<file path="src/rtl/qxm_pkg.sv">
// Shared constants, types and mixing table of the quad-X motor mixer.
package qxm_pkg;

	localparam int FRAC_BITS  = 12;
	localparam int AXIS_LIMIT = 500;
	localparam int ONE        = 1 << FRAC_BITS;

	localparam int CMD_W  = 16;
	localparam int OUT_W  = 13;
	localparam int LVL_W  = FRAC_BITS + 1;
	// magnitude of a command times one half
	localparam int NUM_W  = CMD_W + FRAC_BITS - 1;
	localparam int REC_W  = NUM_W + 1;
	localparam logic [REC_W-1:0] REC = REC_W'((64'd1 << NUM_W) / AXIS_LIMIT);
	localparam int PROD_W = NUM_W + REC_W;
	localparam int Q_W    = NUM_W + 1;
	localparam int MIX_W  = Q_W + 2;
	localparam int ADJ_W  = MIX_W + 2;

	localparam int NMOT     = 4;
	// clock edges from the accepting edge to the edge that takes the result
	localparam int PIPE_LAT = 8;

	// register port
	localparam int ADDR_W = 3;
	localparam int DATA_W = 32;
	localparam logic [ADDR_W-3:0] REG_IDLE_LEVEL = '0;

	// minus signs per motor: bit 0 roll, bit 1 pitch, bit 2 yaw
	// order: front right, front left, rear right, rear left
	localparam logic [2:0] MIX_NEG [NMOT] = '{3'b010, 3'b111, 3'b100, 3'b001};

	typedef logic signed [Q_W-1:0] axis_t;
	typedef logic [LVL_W-1:0] lvl_t;

	typedef struct packed {
		lvl_t  thr;
		axis_t roll;
		axis_t pitch;
		axis_t yaw;
	} mix_in_t;

endpackage

</file>
<file path="src/rtl/qxm_scale.sv">
// One axis lane: scale a command by ONE/2/AXIS_LIMIT, truncated toward zero.
module qxm_scale (
	input  logic                           clk,
	input  logic signed [qxm_pkg::CMD_W-1:0] cmd,
	output qxm_pkg::axis_t                 val_s4
);
	import qxm_pkg::*;

	logic [CMD_W-1:0]  mag;
	logic [NUM_W-1:0]  num_s1, num_s2;
	logic              neg_s1, neg_s2, neg_s3;
	logic [PROD_W-1:0] prod;
	logic [NUM_W-1:0]  qest_s2, qest_s3;
	logic [NUM_W-1:0]  qd;
	logic [NUM_W-1:0]  rem_s3;
	logic [NUM_W-1:0]  qfix;

	// magnitude of the command
	assign mag = cmd[CMD_W-1] ? CMD_W'(-cmd) : CMD_W'(cmd);

	// reciprocal estimate, may be one short
	assign prod = PROD_W'(num_s1) * PROD_W'(REC);

	// estimate times AXIS_LIMIT, subtracted to form the remainder
	assign qd = NUM_W'(qest_s2 * NUM_W'(AXIS_LIMIT));

	// correct the estimate by one
	assign qfix = qest_s3 + NUM_W'(rem_s3 >= NUM_W'(AXIS_LIMIT));

	always_ff @(posedge clk) begin
		num_s1  <= NUM_W'(mag) << (FRAC_BITS - 1);
		neg_s1  <= cmd[CMD_W-1];
		qest_s2 <= prod[2*NUM_W-1:NUM_W];
		num_s2  <= num_s1;
		neg_s2  <= neg_s1;
		qest_s3 <= qest_s2;
		rem_s3  <= num_s2 - qd;
		neg_s3  <= neg_s2;
		val_s4  <= neg_s3 ? -signed'({1'b0, qfix}) : signed'({1'b0, qfix});
	end

endmodule

</file>
<file path="src/rtl/qxm_front.sv">
// Front stages: throttle clamp and the three axis scaling lanes.
module qxm_front (
	input  logic                             clk,
	input  logic                             arst_n,
	input  logic                             in_vld,
	input  logic signed [qxm_pkg::CMD_W-1:0] throttle,
	input  logic signed [qxm_pkg::CMD_W-1:0] roll_cmd,
	input  logic signed [qxm_pkg::CMD_W-1:0] pitch_cmd,
	input  logic signed [qxm_pkg::CMD_W-1:0] yaw_cmd,
	output logic                             vld_s4,
	output qxm_pkg::mix_in_t                 item_s4
);
	import qxm_pkg::*;

	logic  vld_s1, vld_s2, vld_s3;
	lvl_t  thr_c;
	lvl_t  thr_s1, thr_s2, thr_s3, thr_s4;
	axis_t roll_s4, pitch_s4, yaw_s4;

	// clamp throttle to 0..ONE
	always_comb begin
		if (throttle < 0) begin
			thr_c = '0;
		end else if (throttle > ONE) begin
			thr_c = LVL_W'(ONE);
		end else begin
			thr_c = LVL_W'(throttle);
		end
	end

	// advance valid bits
	always_ff @(posedge clk or negedge arst_n) begin
		if (!arst_n) begin
			vld_s1 <= 1'b0;
			vld_s2 <= 1'b0;
			vld_s3 <= 1'b0;
			vld_s4 <= 1'b0;
		end else begin
			vld_s1 <= in_vld;
			vld_s2 <= vld_s1;
			vld_s3 <= vld_s2;
			vld_s4 <= vld_s3;
		end
	end

	// carry throttle alongside the scaling lanes
	always_ff @(posedge clk) begin
		thr_s1 <= thr_c;
		thr_s2 <= thr_s1;
		thr_s3 <= thr_s2;
		thr_s4 <= thr_s3;
	end

	qxm_scale u_roll  (.clk(clk), .cmd(roll_cmd),  .val_s4(roll_s4));
	qxm_scale u_pitch (.clk(clk), .cmd(pitch_cmd), .val_s4(pitch_s4));
	qxm_scale u_yaw   (.clk(clk), .cmd(yaw_cmd),   .val_s4(yaw_s4));

	assign item_s4.thr   = thr_s4;
	assign item_s4.roll  = roll_s4;
	assign item_s4.pitch = pitch_s4;
	assign item_s4.yaw   = yaw_s4;

endmodule

</file>
<file path="src/rtl/qxm_mix.sv">
// Back stages: sign matrix, min/max, desaturation shift and final clamp.
module qxm_mix (
	input  logic                     clk,
	input  logic                     arst_n,
	input  logic                     in_vld,
	input  qxm_pkg::mix_in_t         item,
	input  logic [qxm_pkg::OUT_W-1:0] idle,
	output logic                     vld_s8,
	output logic [qxm_pkg::OUT_W-1:0] motor_s8 [qxm_pkg::NMOT]
);
	import qxm_pkg::*;

	localparam logic signed [MIX_W-1:0] ONE_MIX = MIX_W'(ONE);
	localparam logic signed [ADJ_W-1:0] ONE_ADJ = ADJ_W'(ONE);

	logic vld_s5, vld_s6, vld_s7;

	logic signed [MIX_W-1:0] thr_e, roll_e, pitch_e, yaw_e;
	logic signed [MIX_W-1:0] sum_c [NMOT];
	logic signed [MIX_W-1:0] m_s5 [NMOT];
	logic signed [MIX_W-1:0] m_s6 [NMOT];
	logic signed [MIX_W-1:0] m_s7 [NMOT];
	logic signed [MIX_W-1:0] lo_a, lo_b, hi_a, hi_b;
	logic signed [MIX_W-1:0] mn_s6, mx_s6;
	logic signed [ADJ_W-1:0] down_c, up_c;
	logic signed [ADJ_W-1:0] off_s7;
	logic signed [ADJ_W-1:0] idle_ext, idle_eff;
	logic signed [ADJ_W-1:0] v_c [NMOT];
	logic signed [ADJ_W-1:0] cl_c [NMOT];

	// advance valid bits
	always_ff @(posedge clk or negedge arst_n) begin
		if (!arst_n) begin
			vld_s5 <= 1'b0;
			vld_s6 <= 1'b0;
			vld_s7 <= 1'b0;
			vld_s8 <= 1'b0;
		end else begin
			vld_s5 <= in_vld;
			vld_s6 <= vld_s5;
			vld_s7 <= vld_s6;
			vld_s8 <= vld_s7;
		end
	end

	// mix through the quad-X sign matrix
	always_comb begin
		thr_e   = signed'(MIX_W'({1'b0, item.thr}));
		roll_e  = MIX_W'(signed'(item.roll));
		pitch_e = MIX_W'(signed'(item.pitch));
		yaw_e   = MIX_W'(signed'(item.yaw));
		for (int i = 0; i < NMOT; i++) begin
			sum_c[i] = thr_e
				+ (MIX_NEG[i][0] ? -roll_e  : roll_e)
				+ (MIX_NEG[i][1] ? -pitch_e : pitch_e)
				+ (MIX_NEG[i][2] ? -yaw_e   : yaw_e);
		end
	end

	// minimum and maximum over the four raw values
	always_comb begin
		lo_a = (m_s5[0] < m_s5[1]) ? m_s5[0] : m_s5[1];
		lo_b = (m_s5[2] < m_s5[3]) ? m_s5[2] : m_s5[3];
		hi_a = (m_s5[0] > m_s5[1]) ? m_s5[0] : m_s5[1];
		hi_b = (m_s5[2] > m_s5[3]) ? m_s5[2] : m_s5[3];
	end

	// shift down by the excess over ONE, up by the magnitude of the minimum
	always_comb begin
		down_c = (mx_s6 > ONE_MIX) ? ADJ_W'(mx_s6 - ONE_MIX) : '0;
		up_c   = (mn_s6 < 0) ? -ADJ_W'(mn_s6) : '0;
	end

	// apply the shift and clamp to idle..ONE
	always_comb begin
		idle_ext = signed'(ADJ_W'(idle));
		idle_eff = (idle_ext > ONE_ADJ) ? ONE_ADJ : idle_ext;
		for (int i = 0; i < NMOT; i++) begin
			v_c[i] = ADJ_W'(m_s7[i]) + off_s7;
			if (v_c[i] < idle_eff) begin
				cl_c[i] = idle_eff;
			end else if (v_c[i] > ONE_ADJ) begin
				cl_c[i] = ONE_ADJ;
			end else begin
				cl_c[i] = v_c[i];
			end
		end
	end

	always_ff @(posedge clk) begin
		m_s5   <= sum_c;
		m_s6   <= m_s5;
		mn_s6  <= (lo_a < lo_b) ? lo_a : lo_b;
		mx_s6  <= (hi_a > hi_b) ? hi_a : hi_b;
		m_s7   <= m_s6;
		off_s7 <= up_c - down_c;
		for (int i = 0; i < NMOT; i++) begin
			motor_s8[i] <= OUT_W'(cl_c[i]);
		end
	end

endmodule

</file>
<file path="src/rtl/quad_x_motor_mixer_top.sv">
// Top level of the quad-X motor mixer with desaturation.
//
//  channel  | direction | handshake                         | payload
//  ---------+-----------+-----------------------------------+-------------------------------
//  command  | in        | start high, busy low              | throttle, roll/pitch/yaw_cmd
//  result   | out       | done, one cycle, no back-pressure | motor_front/rear_right/left
//  register | in/out    | APB write when psel&penable&pwrite| idle_level at byte address 0
//
// An item may be taken on every clock; busy stays low.
// Eight register stages, s1 to s8, lie between the accepting edge and done.
// The scaling lane (reciprocal multiply, then remainder correction) sets the front depth.
// arst_n clears the valid bits and idle_level; data stages carry no reset.
// The receiver cannot stall, so results never wait in the pipeline.
module quad_x_motor_mixer_top (
	input  logic                              clk,
	input  logic                              arst_n,
	input  logic                              start,
	output logic                              busy,
	input  logic signed [qxm_pkg::CMD_W-1:0]  throttle,
	input  logic signed [qxm_pkg::CMD_W-1:0]  roll_cmd,
	input  logic signed [qxm_pkg::CMD_W-1:0]  pitch_cmd,
	input  logic signed [qxm_pkg::CMD_W-1:0]  yaw_cmd,
	output logic                              done,
	output logic [qxm_pkg::OUT_W-1:0]         motor_front_right,
	output logic [qxm_pkg::OUT_W-1:0]         motor_front_left,
	output logic [qxm_pkg::OUT_W-1:0]         motor_rear_right,
	output logic [qxm_pkg::OUT_W-1:0]         motor_rear_left,
	input  logic                              psel,
	input  logic                              penable,
	input  logic                              pwrite,
	input  logic [qxm_pkg::ADDR_W-1:0]        paddr,
	input  logic [qxm_pkg::DATA_W-1:0]        pwdata,
	output logic [qxm_pkg::DATA_W-1:0]        prdata,
	output logic                              pready
);
	import qxm_pkg::*;

	logic [OUT_W-1:0] idle_level_q;
	logic             vld_s4;
	mix_in_t          item_s4;
	logic [OUT_W-1:0] motor_s8 [NMOT];
	logic             reg_wr;

	assign busy   = 1'b0;
	assign pready = 1'b1;

	// decode register write
	assign reg_wr = psel && penable && pwrite && (paddr[ADDR_W-1:2] == REG_IDLE_LEVEL);

	// hold idle level
	always_ff @(posedge clk or negedge arst_n) begin
		if (!arst_n) begin
			idle_level_q <= '0;
		end else if (reg_wr) begin
			idle_level_q <= pwdata[OUT_W-1:0];
		end
	end

	// read back
	always_comb begin
		prdata = '0;
		if (paddr[ADDR_W-1:2] == REG_IDLE_LEVEL) begin
			prdata = DATA_W'(idle_level_q);
		end
	end

	qxm_front u_front (
		.clk       (clk),
		.arst_n    (arst_n),
		.in_vld    (start && !busy),
		.throttle  (throttle),
		.roll_cmd  (roll_cmd),
		.pitch_cmd (pitch_cmd),
		.yaw_cmd   (yaw_cmd),
		.vld_s4    (vld_s4),
		.item_s4   (item_s4)
	);

	qxm_mix u_mix (
		.clk      (clk),
		.arst_n   (arst_n),
		.in_vld   (vld_s4),
		.item     (item_s4),
		.idle     (idle_level_q),
		.vld_s8   (done),
		.motor_s8 (motor_s8)
	);

	assign motor_front_right = motor_s8[0];
	assign motor_front_left  = motor_s8[1];
	assign motor_rear_right  = motor_s8[2];
	assign motor_rear_left   = motor_s8[3];

endmodule

</file>
<file path="config.mk">
export PLATFORM = sky130hd
export DESIGN_NAME = quad_x_motor_mixer_top
export DESIGN_NICKNAME = d
export VERILOG_FILES = /design/src/rtl/qxm_pkg.sv /design/src/rtl/qxm_scale.sv /design/src/rtl/qxm_front.sv /design/src/rtl/qxm_mix.sv /design/src/rtl/quad_x_motor_mixer_top.sv
export SDC_FILE = /design/constraint.sdc
export NUM_CORES = 2
export LEC_CHECK = 0
export CAP_MARGIN = 20
export CORE_MARGIN = 5
export CORE_UTILIZATION = 60
export CTS_CLUSTER_SIZE = 28
export DETAILED_ROUTE_END_ITERATION = 8
export DONT_BUFFER_PORTS = 1
export PLACE_DENSITY = 0.74
export SKIP_CTS_REPAIR_TIMING = 1
export SYNTH_ARGS = -nofsm -noshare
export SYNTH_HDL_FRONTEND = slang
export SYNTH_SLANG_ARGS = --single-unit
</file>
<file path="constraint.sdc">
create_clock -name clk -period 12.5 [get_ports clk]
set_input_delay 1.875 -clock clk [delete_from_list [all_inputs] [get_ports clk]]
set_output_delay 1.875 -clock clk [all_outputs]
set_load 0.01 [all_outputs]
</file>
# Word level (Yosys, flattened, before mapping)
# Index checks and enable logic that the tools add are counted.
# word_totals
ff_bits	961
latch_bits	0
ram_bits	0
romBits	0
in_bits	105
wordCells	156
mem_count	0
# classes
add_sub_neg	32
n_mul	6
div	0
n_lt_le_gt_ge	22
n_eq_ne	0
shifts	0
n_mux	25
n_bitwise	1
n_reduce_logical	4
# ops
operator	n
30-bit two-way mux	6
13-bit two-way mux	11
30-bit by 32-bit adder with 32-bit output	4
32-bit by 14-bit greater-than comparator with 1-bit output, second input constant	4
32-bit by 14-bit less-than comparator with 1-bit output	4
16-bit by 19-bit multiplier with 35-bit output, second input constant	3
30-bit by 28-bit adder with 30-bit output	3
30-bit adder	3
30-bit greater-than comparator	3
30-bit less-than comparator	3
28-bit negator with 30-bit output	3
20-bit negator with 28-bit output	3
27-bit by 9-bit >= comparator with 1-bit output, second input constant	3
27-bit two-way mux	3
27-bit subtractor	3
19-bit by 7-bit multiplier with 25-bit output, second input constant	3
32-bit two-way mux	2
19-bit by 1-bit adder with 20-bit output	3
16-bit negator	3
15-bit two-way mux	3
32-bit negator	1
32-bit subtractor	1
30-bit by 14-bit subtractor with 31-bit output, second input constant	1
14-bit by 30-bit adder with 30-bit output	1
11 further kinds	13

# Longest topological paths before layout
# logic_depth
ltp_word	4
mapped_depth	31

# By module
# From an unflattened synthesis, not the netlist that was laid out.
# unflattened
hier_cells	7833
area_unflattened_um2	73376.6
# by_module_without_submodules
module	n_inst	cells_each	area_per_inst_um2
qxm_mix	1	4194	36879.1
qxm_scale at u_front.u_roll	1	1180	11711.2
qxm_scale at u_front.u_yaw	1	1168	11375.9
qxm_scale at u_front.u_pitch	1	1154	11367.2
qxm_front	1	72	1244.9
quad_x_motor_mixer_top	1	65	798.3

# Worst setup path after synthesis
# OpenSTA, ideal clock, no wires.
# synth_timing
kind	reg2reg
startpoint	reg u_front.u_pitch.num_s1[25]
endpoint	reg u_front.u_pitch.qest_s2[18]
arrival_ns	6.191
setup_slack_ns	6.194
stages_incl_launch_ff	22
synth_period_minus_slack_ns	6.306
cell_sequence	dfxtp_1 > inv_1 > ha_1 > fa_1 > fa_1 > inv_1 > fa_1 > fa_1 > fa_1 > ha_1 > nand2_1 > nor2_1 > a211oi_1 > o21ai_0 > a31oi_1 > o21ai_0 > o31ai_1 > o31ai_1 > o41ai_1 > o21ai_0 > or2_2 > and2_1
# synth_via
elab_chain_cells	1
# synth_rtl
element	line	text
start, declared	qxm_scale.sv:10	logic [NUM_W-1:0] num_s1, num_s2;
start signal, assigned	qxm_scale.sv:31	num_s1 <= NUM_W'(mag) << (FRAC_BITS - 1);
16-bit by 19-bit multiplier with 35-bit output	qxm_scale.sv:22	assign prod = PROD_W'(num_s1) * PROD_W'(REC);
named net u_front.u_pitch.prod[45]	qxm_scale.sv:12	logic [PROD_W-1:0] prod;
end signal, assigned	qxm_scale.sv:33	qest_s2 <= prod[2*NUM_W-1:NUM_W];
end, declared	qxm_scale.sv:13	logic [NUM_W-1:0] qest_s2, qest_s3;
# The timed path passes the listed nets, and every way through them passes these cells.
# A chain may end at the register's enable or synchronous reset.

# Worst setup path after layout
# layout_timing
startpoint	reg u_front.u_pitch.num_s1[25]
endpoint	reg u_front.u_pitch.qest_s2[17]
# Same word-level chain as after synthesis.

==> impl_metrics.ini <==
[synth]
synth_seq_cells = 946
yosysTopAreaCellShare_pct = 25.7
syn_area_per_cell_sq_um = 9.38
synth_area_sq_um = 72100
synthMostInstantiatedCell = inv_1
synth_top_family_by_area = adder cells
synthXorXnorAreaFrac_pct = 8.13
yosysWarningCount = 0
synth_area_leader_cell = dfxtp_1
synth-seq-area-share_pct = 26.4
synthMuxAreaShare_pct = 2.94
synth_cell_types = 93
postSynth.asyncResetShare_pct = 2.22
syn_inst = 7687
synth_fa_ha_area_share_pct = 31.8
synth_ff_type = dfxtp_1
synthSimpleGateAreaFrac_pct = 11.2
synthTopCellsByArea = dfxtp_1, ha_1, fa_1
synth_compound_area_share_pct = 12.6
synthTopCellsByCount = inv_1, ha_1, dfxtp_1, xnor2_1, fa_1
synth_edf_count = 0

[min_path]
hold-path-endpoint = u_front.thr_s2[10]
whs_path_depth = 0
hp-class = register to register
hold_start = u_front.thr_s1[10]

[timing]
final.min_clock_period_ns = 7.37
worstMarginPinSlew_ns = 1.07
fmax_mhz = 136
rsz0062_at_grt = false
skew_ns = 0.0425
maxSlewViolCount = 0
setup_viol_count_final = 0
hold_viol = 0
setup_tns_ns = 0
slew_headroom_pct = 27.7
period_share_pct = 58.9

[route]
avgRoutedWirePerCell_microns = 18.4
drc = 0
drtIter0Drc = 3263
wl_mm = 173
firstDrtPassIters = 8
vias = 53200
ant_nets = 0
vias_per_cell = 5.66

[floorplanning]
fp.coreArea_sq_um = 120000
initial_core_util_pct = 60.2
die_area_sq_um = 127000
core.rowCount = 127
die_h_microns = 357
ios = 192
die_x_microns = 357

[clock_network]
clk_pin_slew_ns = 0.06
htree_num_levels = 3
clock-sinks = 946
cts_root_buf = clkbuf_16
cts.path.max_buffers = 3
cts_tree = done
clk_latency_ns = 0.72
numCtsBuffers = 101

[worst_setup_path]
start_kind = register
reg2reg_slack_ns = 5.13
worst-setup-path-type = register to register
reg2reg_depth = 21
r2r_start = u_front.u_pitch.num_s1[25]
worstReg2RegEnd = u_front.u_pitch.qest_s2[17]
endpoint_kind = register
path_max_fanout = 7
worstPathRequired_ns = 13.10
arrival_ns = 7.97

[global_route]
grt_util_all_layers_pct = 27.0
grt_pass1_wl_mm = 278
grt_max_degree = 34
antenna_found_initial = 10
grt_pass1_vias = 54300
overflow = 0

[cells_and_area]
final_nets = 9359
multi_input_comb_area_sq_um = 48200
syn2layout_area_growth_pct = 7.40
drive_above_1_share_pct = 3.49
nFillCells = 9731
seq_area_sq_um = 19000

[place]
post-dp-hpwl_mm = 145
port_buffers = 0
place_congestion = 0.947

[flow_run]
cap_viol_max_count = 0

[outcome]
status = finished, final reports clean
[metrics by stage]
step                instances  utilization [%]  hold slack (ns)  cell area (sq um)  setup WS, ns
floorplan                7708                -            0.310              72100          6.19
global placement         9213             61.7            0.311              73800          5.17
detailed placement       9213             61.7            0.312              73800          5.02
CTS                      9399             64.7            0.295              77400          5.06
global route             9399             64.7            0.306              77400          4.63
finish                   9401             64.7            0.302              77400          5.13
[sequential cells by signal, indices dropped and copies added, names as in the netlist, 19 cells and up]
name and flops:
u_mix.m_s5 118, u_mix.m_s6 118, u_mix.m_s7 118, u_mix.motor_s8 52, u_mix.off_s7 32, u_mix.mn_s6 30
u_mix.mx_s6 30, u_front.u_pitch.val_s4 28, u_front.u_roll.val_s4 28, u_front.u_yaw.val_s4 28, u_front.u_pitch.rem_s3 24, u_front.u_roll.rem_s3 24
u_front.u_yaw.rem_s3 24, u_front.u_pitch.qest_s2 19, u_front.u_pitch.qest_s3 19, u_front.u_roll.qest_s2 19, u_front.u_roll.qest_s3 19, u_front.u_yaw.qest_s2 19
u_front.u_yaw.qest_s3 19
[metal layers]
metal,routed length (microns),global-route usage [%]
met1,72300,33.0
met2,84900,48.2
met3,7850,3.36
met4,8030,11.4
met5,41,0
[layout by cell type (no fill, tap or decap), types with 131 or more instances in the layout]
master,count
a21o_1,171
a21oi_1,393
dfxtp_1,925
fa_1,467
ha_1,1083
inv_1,1170
mux2i_1,190
nand2_1,347
nand3_1,134
nor2_1,358
nor3_1,131
o21ai_0,278
xnor2_1,468
xor2_1,200
[cell type report]
cell class,instances,area share (%)
antenna,2,0.00647
multi-input combinational,5471,62.3
sequential,946,24.6
tap,1612,2.61
timing repair buffer,14,0.136
clock inverter,56,1.04
inverter,1170,5.67
clock buffer,130,3.63
[worst max path at each step]
stage | cells past startpoint | end | startpoint | slack (ns)
after floorplan | 21 | u_front.u_pitch.qest_s2[18] | u_front.u_pitch.num_s1[25] | 6.19
after global placement | 21 | u_front.u_pitch.qest_s2[17] | u_front.u_pitch.num_s1[25] | 5.17
after detailed placement | 21 | u_front.u_pitch.qest_s2[17] | u_front.u_pitch.num_s1[25] | 5.02
after CTS | 21 | u_front.u_pitch.qest_s2[17] | u_front.u_pitch.num_s1[25] | 5.06
after global routing | 21 | u_front.u_pitch.qest_s2[18] | u_front.u_pitch.num_s1[25] | 4.63
final | 21 | u_front.u_pitch.qest_s2[17] | u_front.u_pitch.num_s1[25] | 5.13
[worst max-delay path, cell delays in order (launching register included)]
cell      delay (ns)
dfxtp_1         0.52
inv_1           0.08
ha_1            0.34
fa_1            0.52
fa_1            0.52
inv_1           0.05
fa_1            0.50
fa_1            0.52
fa_1            0.51
ha_1            0.34
nand2_1         0.08
nor2_1          0.04
a211oi_1        0.20
o21ai_0         0.22
a31oi_1         0.36
o21ai_0         0.28
o31ai_1         0.62
o31ai_1         0.26
o41ai_1         0.61
o21ai_0         0.23
or2_2           0.33
xor2_1          0.14
[cell families (layout without fill, tap and decap cells)]
family / after synthesis / count (layout)
adders and majority gates: 1550 / 1550
muxes: 209 / 209
xor gates and xnor gates: 669 / 669
AOI/OAI and AO/OA: 1417 / 1417
and+or+nand+nor: 1603 / 1603
other: 2 / 25
DFF: 946 / 946
buffers and inverters: 1291 / 1370
Power is left out: the tool's default activity adds up to more than one toggle a clock period on the data nets, which glitch-free logic cannot reach.
